`src/rtl/rc5_block_cipher_macros.svh`:
```
// Assertion macros for the RC5 block cipher RTL.
// Included by modules that carry concurrent assertions; depends on nothing.
`ifndef RC5_BLOCK_CIPHER_MACROS_SVH
`define RC5_BLOCK_CIPHER_MACROS_SVH

// Same-cycle implication, disabled while reset is high.
`define RC5_ASSERT_NOW(label, clk, rst, ante, cons, msg) \
  label: assert property (@(posedge clk) disable iff (rst) (ante) |-> (cons)) \
    else $error(msg);

// Next-cycle implication, disabled while reset is high.
`define RC5_ASSERT_NEXT(label, clk, rst, ante, cons, msg) \
  label: assert property (@(posedge clk) disable iff (rst) (ante) |=> (cons)) \
    else $error(msg);

`endif

```
`src/rtl/rc5_pkg.sv`:
```
// Shared types, constants and rotate functions for the RC5 block cipher.
// Used by the round unit and the top level; depends on nothing.
`default_nettype none

package rc5_pkg;

  localparam int WORD_W       = 32;
  localparam int ROT_W        = 5;
  localparam int CMD_W        = 2;
  localparam int KEY_IDX_W    = 5;
  localparam int ROUNDS_W     = 4;
  localparam int MAX_ROUNDS_D = 12;
  localparam logic [ROUNDS_W-1:0] ROUNDS_RESET = 4'd12;

  typedef logic [WORD_W-1:0] word_t;

  typedef enum logic [CMD_W-1:0] {
    CMD_LOAD    = 2'd0,
    CMD_ENCRYPT = 2'd1,
    CMD_DECRYPT = 2'd2
  } cmd_t;

  typedef enum logic [1:0] {
    ST_IDLE,
    ST_WHITEN,
    ST_ROUND,
    ST_FINISH
  } st_t;

  typedef struct packed {
    logic decrypt;
    logic whiten;
  } round_ctrl_t;

  function automatic word_t rotl32(input word_t x, input logic [ROT_W-1:0] n);
    logic [2*WORD_W-1:0] d;
    d = {x, x} << n;
    return d[2*WORD_W-1:WORD_W];
  endfunction

  function automatic word_t rotr32(input word_t x, input logic [ROT_W-1:0] n);
    logic [2*WORD_W-1:0] d;
    d = {x, x} >> n;
    return d[WORD_W-1:0];
  endfunction

endpackage

`default_nettype wire

```
`src/rtl/rc5_ram.sv`:
```
// Generic single-write, single-read RAM with a registered read port.
// Holds key table words; depends on nothing.
`default_nettype none

module rc5_ram #(
  parameter int WIDTH = 32,
  parameter int DEPTH = 13,
  parameter int ADDR_W = (DEPTH > 1) ? $clog2(DEPTH) : 1
) (
  input  wire logic              clk,
  input  wire logic              we,
  input  wire logic [ADDR_W-1:0] waddr,
  input  wire logic [WIDTH-1:0]  wdata,
  input  wire logic [ADDR_W-1:0] raddr,
  output logic      [WIDTH-1:0]  rdata
);

  logic [WIDTH-1:0] mem [DEPTH];

  always_ff @(posedge clk) begin
    if (we) begin
      mem[waddr] <= wdata;
    end
    rdata <= mem[raddr];
  end

endmodule

`default_nettype wire

```
`src/rtl/rc5_round.sv`:
```
// One RC5 round, forward or inverse, or the key whitening step.
// Depends on rc5_pkg for the word type, control struct and rotate functions.
`default_nettype none

module rc5_round (
  input  wire rc5_pkg::round_ctrl_t ctrl,
  input  wire rc5_pkg::word_t       a,
  input  wire rc5_pkg::word_t       b,
  input  wire rc5_pkg::word_t       s_even,
  input  wire rc5_pkg::word_t       s_odd,
  output rc5_pkg::word_t            a_new,
  output rc5_pkg::word_t            b_new
);
  import rc5_pkg::*;

  word_t enc_a;
  word_t enc_b;
  word_t dec_a;
  word_t dec_b;

  always_comb begin
    enc_a = rotl32(a ^ b, b[ROT_W-1:0]) + s_even;
    enc_b = rotl32(b ^ enc_a, enc_a[ROT_W-1:0]) + s_odd;
    dec_b = rotr32(b - s_odd, a[ROT_W-1:0]) ^ a;
    dec_a = rotr32(a - s_even, dec_b[ROT_W-1:0]) ^ dec_b;
  end

  always_comb begin
    case ({ctrl.whiten, ctrl.decrypt})
      2'b10: begin
        a_new = a + s_even;
        b_new = b + s_odd;
      end
      2'b11: begin
        a_new = a - s_even;
        b_new = b - s_odd;
      end
      2'b01: begin
        a_new = dec_a;
        b_new = dec_b;
      end
      default: begin
        a_new = enc_a;
        b_new = enc_b;
      end
    endcase
  end

endmodule

`default_nettype wire

```
`src/rtl/rc5_block_cipher.sv`:
```
// RC5-32 block cipher top level: key table storage, sequencer and output register.
// Depends on rc5_pkg, rc5_ram, rc5_round and rc5_block_cipher_macros.svh.
// Sequence: a whitening state, the round state for each of r rounds (r is the round count
// clamped to MAX_ROUNDS), then a finish state that waits until the output register is free;
// decryption does the rounds first. New blocks and key loads (one per cycle) wait for idle.
// Synchronous active-high reset clears the sequencer and sets rounds to 12, not the key table.
`default_nettype none

module rc5_block_cipher #(
  parameter int MAX_ROUNDS = rc5_pkg::MAX_ROUNDS_D
) (
  input  wire logic                         clk,
  input  wire logic                         rst,
  input  wire logic                         rounds_we,
  input  wire logic [rc5_pkg::ROUNDS_W-1:0] rounds_wdata,
  input  wire logic                         in_valid,
  output logic                              in_ready,
  input  wire logic [rc5_pkg::CMD_W-1:0]    cmd,
  input  wire logic [rc5_pkg::KEY_IDX_W-1:0] key_index,
  input  wire logic [rc5_pkg::WORD_W-1:0]   key_word,
  input  wire logic [rc5_pkg::WORD_W-1:0]   half_a,
  input  wire logic [rc5_pkg::WORD_W-1:0]   half_b,
  output logic                              out_valid,
  input  wire logic                         out_ready,
  output logic      [rc5_pkg::WORD_W-1:0]   out_a,
  output logic      [rc5_pkg::WORD_W-1:0]   out_b
);
  import rc5_pkg::*;

  `include "rc5_block_cipher_macros.svh"

  localparam int PAIRS     = MAX_ROUNDS + 1;
  localparam int KEY_DEPTH = 2 * MAX_ROUNDS + 2;
  localparam int CNT_W     = $clog2(MAX_ROUNDS + 1);

  st_t state;
  st_t state_next;

  logic [ROUNDS_W-1:0] rounds;
  logic [CNT_W-1:0]    eff_rounds;
  logic [CNT_W-1:0]    last;
  logic [CNT_W-1:0]    cnt;
  logic                dec;
  word_t               a_reg;
  word_t               b_reg;

  logic                accept;
  logic                blk_accept;
  logic                key_we;
  logic                even_we;
  logic                odd_we;
  logic [CNT_W-1:0]    key_addr;
  logic [CNT_W-1:0]    rd_addr;
  word_t               s_even;
  word_t               s_odd;
  word_t               a_new;
  word_t               b_new;
  round_ctrl_t         rctrl;
  logic                out_load;

  assign eff_rounds = (32'(rounds) > MAX_ROUNDS) ? CNT_W'(MAX_ROUNDS) : CNT_W'(rounds);
  assign accept     = in_valid && in_ready;
  assign blk_accept = accept && (cmd == CMD_ENCRYPT || cmd == CMD_DECRYPT);
  assign key_we     = accept && (cmd == CMD_LOAD) && (32'(key_index) < KEY_DEPTH);
  assign even_we    = key_we && !key_index[0];
  assign odd_we     = key_we && key_index[0];
  assign key_addr   = CNT_W'(key_index[KEY_IDX_W-1:1]);

  rc5_ram #(.WIDTH(WORD_W), .DEPTH(PAIRS), .ADDR_W(CNT_W)) u_ram_even (
    .clk   (clk),
    .we    (even_we),
    .waddr (key_addr),
    .wdata (key_word),
    .raddr (rd_addr),
    .rdata (s_even)
  );

  rc5_ram #(.WIDTH(WORD_W), .DEPTH(PAIRS), .ADDR_W(CNT_W)) u_ram_odd (
    .clk   (clk),
    .we    (odd_we),
    .waddr (key_addr),
    .wdata (key_word),
    .raddr (rd_addr),
    .rdata (s_odd)
  );

  rc5_round u_round (
    .ctrl   (rctrl),
    .a      (a_reg),
    .b      (b_reg),
    .s_even (s_even),
    .s_odd  (s_odd),
    .a_new  (a_new),
    .b_new  (b_new)
  );

  always_comb begin
    state_next = state;
    case (state)
      ST_IDLE: begin
        if (blk_accept) begin
          if (cmd == CMD_DECRYPT && eff_rounds != '0) begin
            state_next = ST_ROUND;
          end else begin
            state_next = ST_WHITEN;
          end
        end
      end
      ST_WHITEN: begin
        if (!dec && last != '0) begin
          state_next = ST_ROUND;
        end else begin
          state_next = ST_FINISH;
        end
      end
      ST_ROUND: begin
        if (dec && cnt == CNT_W'(1)) begin
          state_next = ST_WHITEN;
        end else if (!dec && cnt == last) begin
          state_next = ST_FINISH;
        end
      end
      ST_FINISH: begin
        if (out_load) begin
          state_next = ST_IDLE;
        end
      end
      default: begin
        state_next = ST_IDLE;
      end
    endcase
  end

  always_comb begin
    in_ready      = 1'b0;
    rd_addr       = '0;
    rctrl.decrypt = dec;
    rctrl.whiten  = 1'b0;
    out_load      = 1'b0;
    case (state)
      ST_IDLE: begin
        in_ready = 1'b1;
        if (cmd == CMD_DECRYPT) begin
          rd_addr = eff_rounds;
        end
      end
      ST_WHITEN: begin
        rctrl.whiten = 1'b1;
        rd_addr      = CNT_W'(1);
      end
      ST_ROUND: begin
        rd_addr = dec ? cnt - CNT_W'(1) : cnt + CNT_W'(1);
      end
      ST_FINISH: begin
        out_load = !out_valid || out_ready;
      end
      default: begin
        in_ready = 1'b0;
      end
    endcase
  end

  always_ff @(posedge clk) begin
    if (rst) begin
      state     <= ST_IDLE;
      rounds    <= ROUNDS_RESET;
      out_valid <= 1'b0;
    end else begin
      state <= state_next;
      if (rounds_we) begin
        rounds <= rounds_wdata;
      end
      if (out_load) begin
        out_valid <= 1'b1;
      end else if (out_ready) begin
        out_valid <= 1'b0;
      end
    end
  end

  always_ff @(posedge clk) begin
    if (blk_accept) begin
      a_reg <= half_a;
      b_reg <= half_b;
      dec   <= (cmd == CMD_DECRYPT);
      last  <= eff_rounds;
      cnt   <= eff_rounds;
    end else if (state == ST_WHITEN || state == ST_ROUND) begin
      a_reg <= a_new;
      b_reg <= b_new;
      if (state == ST_WHITEN) begin
        cnt <= CNT_W'(1);
      end else if (dec) begin
        cnt <= cnt - CNT_W'(1);
      end else begin
        cnt <= cnt + CNT_W'(1);
      end
    end
    if (out_load) begin
      out_a <= a_reg;
      out_b <= b_reg;
    end
  end

  `RC5_ASSERT_NEXT(a_blk_busy, clk, rst, blk_accept, state != ST_IDLE && !in_ready, "not busy")
  `RC5_ASSERT_NOW(a_round_cnt, clk, rst, state == ST_ROUND, cnt != '0 && cnt <= last, "bad count")
  `RC5_ASSERT_NOW(a_out_src, clk, rst, $rose(out_valid), $past(state) == ST_FINISH, "early result")

endmodule

`default_nettype wire
```
`config.mk`:
```
export PLATFORM = sky130hd
export DESIGN_NAME = rc5_block_cipher
export DESIGN_NICKNAME = d
export VERILOG_FILES = /design/src/rtl/rc5_pkg.sv /design/src/rtl/rc5_ram.sv /design/src/rtl/rc5_round.sv /design/src/rtl/rc5_block_cipher.sv
export VERILOG_INCLUDE_DIRS = /design/src /design/src/rtl
export SDC_FILE = /design/constraint.sdc
export NUM_CORES = 2
export LEC_CHECK = 0
export ABC_CLOCK_PERIOD_IN_PS = 13250
export BUFFER_PORTS_ARGS = -buffer_cell sky130_fd_sc_hd__buf_2
export CELL_PAD_IN_SITES_DETAIL_PLACEMENT = 1
export CELL_PAD_IN_SITES_GLOBAL_PLACEMENT = 2
export CORE_MARGIN = 1
export CORE_UTILIZATION = 40
export CTS_BUF_LIST = sky130_fd_sc_hd__clkbuf_16
export CTS_CLUSTER_SIZE = 24
export DETAILED_ROUTE_END_ITERATION = 12
export GPL_TIMING_DRIVEN = 1
export PLACE_DENSITY = 0.74
export SYNTH_ARGS = -nofsm -noshare
export SYNTH_HDL_FRONTEND = slang
export SYNTH_SLANG_ARGS = --single-unit
```
`constraint.sdc`:
```
create_clock -name clk -period 13.25 [get_ports clk]
set_input_delay 1.325 -clock clk [delete_from_list [all_inputs] [get_ports clk]]
set_output_delay 1.325 -clock clk [all_outputs]
set_load 0.01 [all_outputs]
```
Yosys cells after proc, flatten, opt, wreduce, memory -nomap -nowiden
Memory sizes are Yosys's and may differ from the RTL's. A register that Yosys moved wholly into a read port is not among the register bits.
Cells that the tools add are included.
Storage, ports and cells
  bits in registers: 144
  bits in writable memories: 832
  input port bits: 112
  output and inout bits: 66
  word-level logic and storage cells: 95
  memories: 2
Memory list
  u_ram_even.mem: depth 13, bits a word 32, read ports 1, clocked after Yosys merged registers in 1, write ports 1, RTL line rc5_ram.sv:18  | logic [WIDTH-1:0] mem [DEPTH];
  u_ram_odd.mem: depth 13, bits a word 32, read ports 1, clocked after Yosys merged registers in 1, write ports 1, RTL line rc5_ram.sv:18
Operators by class
  $add $sub $neg: 8
  order comparisons: 2
  equality and inequality tests: 13
  shift-type cells: 4
  mux-type cells: 29
  bitwise gates (word level): 4
  reduce and logical (&&, ||, !) cells: 23
Operators by type and width (count)
  case mux 32 bit (3 select lines): 2
  adder 32 bit: 4
  2-to-1 mux 32 bit: 4
  << shifter 64 x 5 -> 64 bit: 2
  right shift 64 x 5 -> 32 bit: 2
  bitwise XOR 32 bit: 4
  subtractor 32 bit: 2
  2-to-1 mux 4 bit: 6
  case mux 4 bit (3 select lines): 1
  equality test 2 bit (second input constant): 5
  logical AND 1 bit: 10
  2-to-1 mux 1 bit: 10
  2-to-1 mux 2 bit: 5
  case mux 2 bit (4 select lines): 1
  nonzero test 4 bit: 2
  equality test 2 x 1 -> 1 bit (second input constant): 3
  less-than comparator 5 bit (second input constant): 1
  adder 4 x 1 -> 4 bit (second input constant): 1
  equality test 4 x 1 -> 1 bit (second input constant): 1
  equality test 4 bit: 1
  greater-than comparator 4 bit (second input constant): 1
  zero test 2 bit: 2
  != test 2 bit (second input constant): 2
  nonzero test 2 bit: 2
  5 further kinds: 9

Longest topological paths before layout
  depth in word-level cells: 9
  gate-level depth with buffers: 52
  mapped depth without buffers: 47

By module
From an unflattened synthesis, not the netlist that was laid out.
Second synthesis, totals
  cells, all modules: 4545
  area total of the unflattened synthesis: 58059.4 um2
Modules (own cells, without submodules)
  rc5_ram: instances 2, cells each 700, area an instance 16507.1 um2, sequential area each 13132.6 um2
  rc5_round: instances 1, cells each 2703, area an instance 19363.6 um2, sequential area each 0.0 um2
  rc5_block_cipher: instances 1, cells each 442, area an instance 5681.7 um2, sequential area each 4254.1 um2

Worst setup path after synthesis
OpenSTA, ideal clock, no wires.
  path kind: register to register
  start: register a_reg[0]
  end: register b_reg[31] (data pin)
  setup time: 0.261 ns
  arrival: 10.752 ns
  path slack: 2.238 ns
  stages on the path, launching flop included: 50
  path buffers: 8
  period minus slack after synthesis: 11.012 ns
  path through: edfxtp_1 -> clkbuf_1 -> clkbuf_1 -> buf_1 -> clkbuf_1 -> clkbuf_1 -> clkbuf_1 -> buf_1 -> clkbuf_1 -> mux2i_1 -> a21oi_1 -> o21ai_0 -> o21ai_0 -> o21ai_0 -> ha_1 -> a21o_1 -> a21oi_1 -> o21ai_0 -> [... 14 more ...] -> ha_1 -> a21o_1 -> a21oi_1 -> o21ai_0 -> a211o_1 -> a2111oi_0 -> nor3_1 -> nor4bb_1 -> o31ai_1 -> o211ai_1 -> nand4_1 -> a21o_1 -> a21oi_1 -> o21ai_0 -> a21o_1 -> xor2_1 -> and3_1 -> o32a_1
Between the ends
  longest elaborated chain between the ends: 9
  elaborated cells between the ends (all ways): 11
  classes of those cells: 2 x add/sub; 3 x shift; 3 x mux; 3 x bitwise
RTL lines
  start: declaration: RTL line rc5_block_cipher.sv:44  | word_t a_reg;
  start signal: assignment: RTL line rc5_block_cipher.sv:183  | a_reg <= half_a;
  start signal: assignment: RTL line rc5_block_cipher.sv:189  | a_reg <= a_new;
  bitwise XOR 32 bit: RTL line rc5_round.sv:22  | enc_a = rotl32(a ^ b, b[ROT_W-1:0]) + s_even;
  << shifter 64 x 5 -> 64 bit: RTL line rc5_pkg.sv:37  | d = {x, x} << n;
  adder 32 bit: RTL line rc5_round.sv:22
  bitwise XOR 32 bit: RTL line rc5_round.sv:23  | enc_b = rotl32(b ^ enc_a, enc_a[ROT_W-1:0]) + s_odd;
  << shifter 64 x 5 -> 64 bit: RTL line rc5_pkg.sv:37
  adder 32 bit: RTL line rc5_round.sv:23
  case mux 32 bit (3 select lines) (*): RTL line rc5_round.sv:29  | case ({ctrl.whiten, ctrl.decrypt})
  2-to-1 mux 32 bit (*): RTL line rc5_block_cipher.sv:188  | end else if (state == ST_WHITEN || state == ST_ROUND) begin
  2-to-1 mux 32 bit (*): RTL line rc5_block_cipher.sv:182  | if (blk_accept) begin
  end signal: assignment: RTL line rc5_block_cipher.sv:184  | b_reg <= half_b;
  end signal: assignment: RTL line rc5_block_cipher.sv:190  | b_reg <= b_new;
  end: declaration: RTL line rc5_block_cipher.sv:45  | word_t b_reg;
Every way passes the cells marked *; elsewhere a longest branch is shown, timed or not. The select of a mux whose other input is x is not followed.
A chain may end at the register's enable or synchronous reset.

Worst setup path after layout
  start: register b_reg[0]
  end: register b_reg[31] (data pin)
Between the ends
  longest elaborated chain between the ends: 9
  elaborated cells between the ends (all ways): 13
  classes of those cells: 4 x add/sub; 3 x shift; 3 x mux; 3 x bitwise
RTL lines (RTL line)
  bitwise XOR 32 bit: rc5_round.sv:22
  << shifter 64 x 5 -> 64 bit: rc5_pkg.sv:37
  adder 32 bit: rc5_round.sv:22
  bitwise XOR 32 bit: rc5_round.sv:23
  << shifter 64 x 5 -> 64 bit: rc5_pkg.sv:37
  adder 32 bit: rc5_round.sv:23
  case mux 32 bit (3 select lines) (*): rc5_round.sv:29
  2-to-1 mux 32 bit (*): rc5_block_cipher.sv:188
  2-to-1 mux 32 bit (*): rc5_block_cipher.sv:182
Marks and branches as above.

==> impl_metrics.tcl <==
set metrics [dict create \
    status "complete, no violations" \
    rsz0062_at_grt "false" \
    arrival_ps 12910 \
    slew_viol_final 0 \
    path_common_cell "o21ai_0" \
    synth_seq_area_share 0.508 \
    die_h_um 390 \
    period_share 0.938 \
    ys_ff_latch 1040 \
    dr.pass1.iters 5 \
    coreArea_um2 148000 \
    drive_above_1_share 0.143 \
    clk_path_buf_depth 3 \
    finalNetCount 5809 \
    cts-root-buf "clkbuf_16" \
    tritoncts "done" \
    routabilityCongestion 0.986 \
    start_util 0.405 \
    area_growth_pct 11.8 \
    synth_edf_count 969 \
    avgSynthCellArea_um2 11.0 \
    clock_latency_ps 770 \
    synth_top_area_cell "edfxtp_1" \
    yosys-top-cells-area "edfxtp_1 48%, mux4_2 4.0%, mux2i_1 3.9%" \
    slew_headroom 0.166 \
    path_clk_slew_ps 70 \
    synth_most_common_cell "edfxtp_1" \
    yosysWarnings 0 \
    vias 47400 \
    fin_setup_tns_ps 0 \
    grt_pass1_wl_um 346000 \
    grt_pass1_vias 46800 \
    path_max_fanout 16 \
    finalHoldViolCount 0 \
    endpoint_kind "register" \
    grt_max_degree 166 \
    synth_area_um2 60100 \
    cp_slowest_stage_delay_ps 760 \
    tightestPinTransition_ps 1240 \
    slowest_stage "a211oi_1" \
    maxCapViolations 0 \
    io_pins 178 \
    clock_sinks 1040 \
    period_needed_ps 12430 \
    required_ps 13730 \
    synth_top_cells_by_count "969 x edfxtp_1, 533 x nand2_1, 481 x nor2_1" \
    wl_um 246000 \
    ys.flop_type "edfxtp_1" \
    critical_path_class "register to register" \
    hold_depth 2 \
    vias_per_cell 6.22 \
    cts_buffers 113 \
    grt_overflow 0 \
    hold_class "register to register" \
    fill_cells 15800 \
    reg.largest.list "u_ram_even.mem (416), u_ram_odd.mem (416)" \
    synth_top_area_share 0.484 \
    ant_nets 0 \
    drt-initial-drc-count 4722 \
    synthesis.nets 5769 \
    synth.distinct_cells 102 \
    routedWlPerCell_um 32.2 \
    ff2ff_path_depth 44 \
    dieArea_um2 152000 \
    cts_setup_buffers 0 \
    fin_skew_ps 54.9 \
    grt_use_total 0.317 \
    io_buffers 177 \
    route.detailed.drc 0 \
    htreeDepth 3 \
    antenna_found_initial 28 \
    rows 141 \
    synthCells 5485 \
    dieWidth_um 390 \
    holdWs_ps 545 \
    setup_viol 0 \
    dpl.hpwl_um 172000 \
    async_flop_share 0 \
    critPathLaunchType "register" \
    max_clock_freq_ghz 0.0805 \
]
==> through the flow <==
step | cells | utilization | worst slack (ps) | area (um^2)
floorplan | 5485 | - | 2240 | 60100
global placement | 7412 | 0.427 | 1130 | 63400
detailed placement | 7412 | 0.427 | 961 | 63400
CTS | 7627 | 0.453 | 882 | 67200
global route | 7627 | 0.453 | 129 | 67200
finish | 7632 | 0.453 | 820 | 67200
==> cell type report <==
| class | count | area [um^2] | share of cell area |
|---|---|---|---|
| Antenna cell | 5 | 12.5 | 0.000186 |
| Clock buffer | 114 | 2850 | 0.0425 |
| Clock inverter | 101 | 906 | 0.0135 |
| Inverter | 143 | 541 | 0.00805 |
| Multi-Input combinational cell | 3914 | 27900 | 0.415 |
| Sequential cell | 1040 | 30500 | 0.454 |
| Tap cell | 2002 | 2500 | 0.0373 |
| Timing Repair Buffer | 313 | 1930 | 0.0288 |
==> cells in the final DEF (no fill, tap or decap), types with 51 or more instances in the layout <==
master and count:
a211oi_1 248, a311oi_1 72, dfxtp_1 71, nand3_1 59, nand2_1 533, xor2_1 113, mux4_2 107, a21oi_1 379
mux2i_1 232, nor2_1 452, a21o_1 75, buf_4 134, clkbuf_16 114, and2_1 93, nor3_1 66, o21ai_0 164
edfxtp_1 969, o22ai_1 93, inv_1 162, xnor2_1 163, ha_1 165, or2_2 75, a31oi_1 114, buf_2 177
o221ai_1 51
==> critical path, delay by kind of cell, from the launching register on <==
| family | cells | cell delay, ps |
|---|---|---|
| buffers and inverters | 2 | 740 |
| adder cells (fa/ha/maj) | 2 | 590 |
| AO/OA/AOI/OAI | 26 | 7570 |
| XOR/XNOR | 2 | 460 |
| flip-flops | 1 | 410 |
| multiplexers | 3 | 1050 |
| AND/OR/NAND/NOR | 9 | 1370 |
==> repair_timing <==
action / 4_1_cts / 5_1_grt
endpoints found under the setup margin: 0 / 1
hold buffers: 0 / 0
gates resized for setup: 0 / 1
==> path summary, 6_finish.rpt <==
| path | start | end | slack, ps |
|---|---|---|---|
| hold / removal | u_ram_odd.mem[12][18]$_DFFE_PP_ | u_ram_odd.rdata[18]$_DFF_P_ | 550 |
| setup / recovery | b_reg[0]$_DFFE_PP_ | b_reg[31]$_DFFE_PP_ | 820 |
| setup reg to reg | b_reg[0]$_DFFE_PP_ | b_reg[31]$_DFFE_PP_ | 820 |
| hold reg to reg | u_ram_odd.mem[12][18]$_DFFE_PP_ | u_ram_odd.rdata[18]$_DFF_P_ | 550 |
==> kinds of logic after synthesis <==
| logic type | count (synthesis) | synth area share |
|---|---|---|
| multiplexers | 385 | 0.0874 |
| buffers and inverters | 531 | 0.0339 |
| flip-flops | 1040 | 0.508 |
| AND/OR/NAND/NOR | 1505 | 0.113 |
| adder cells (fa/ha/maj) | 172 | 0.0364 |
| XOR/XNOR | 286 | 0.0426 |
| AO/OA/AOI/OAI | 1566 | 0.178 |
==> metal layers <==
layer  vias to the layer above  part of all wire  global-route usage
li1                      21000                 -                   -
met1                     24400              0.42               0.422
met2                      1654              0.48               0.522
met3                       413             0.056              0.0350
met4                        32             0.046               0.137
met5                         -           0.00082                   0
Power is not shown: default switching activity piles up to over one toggle a cycle in this logic, so the estimate is an artifact.
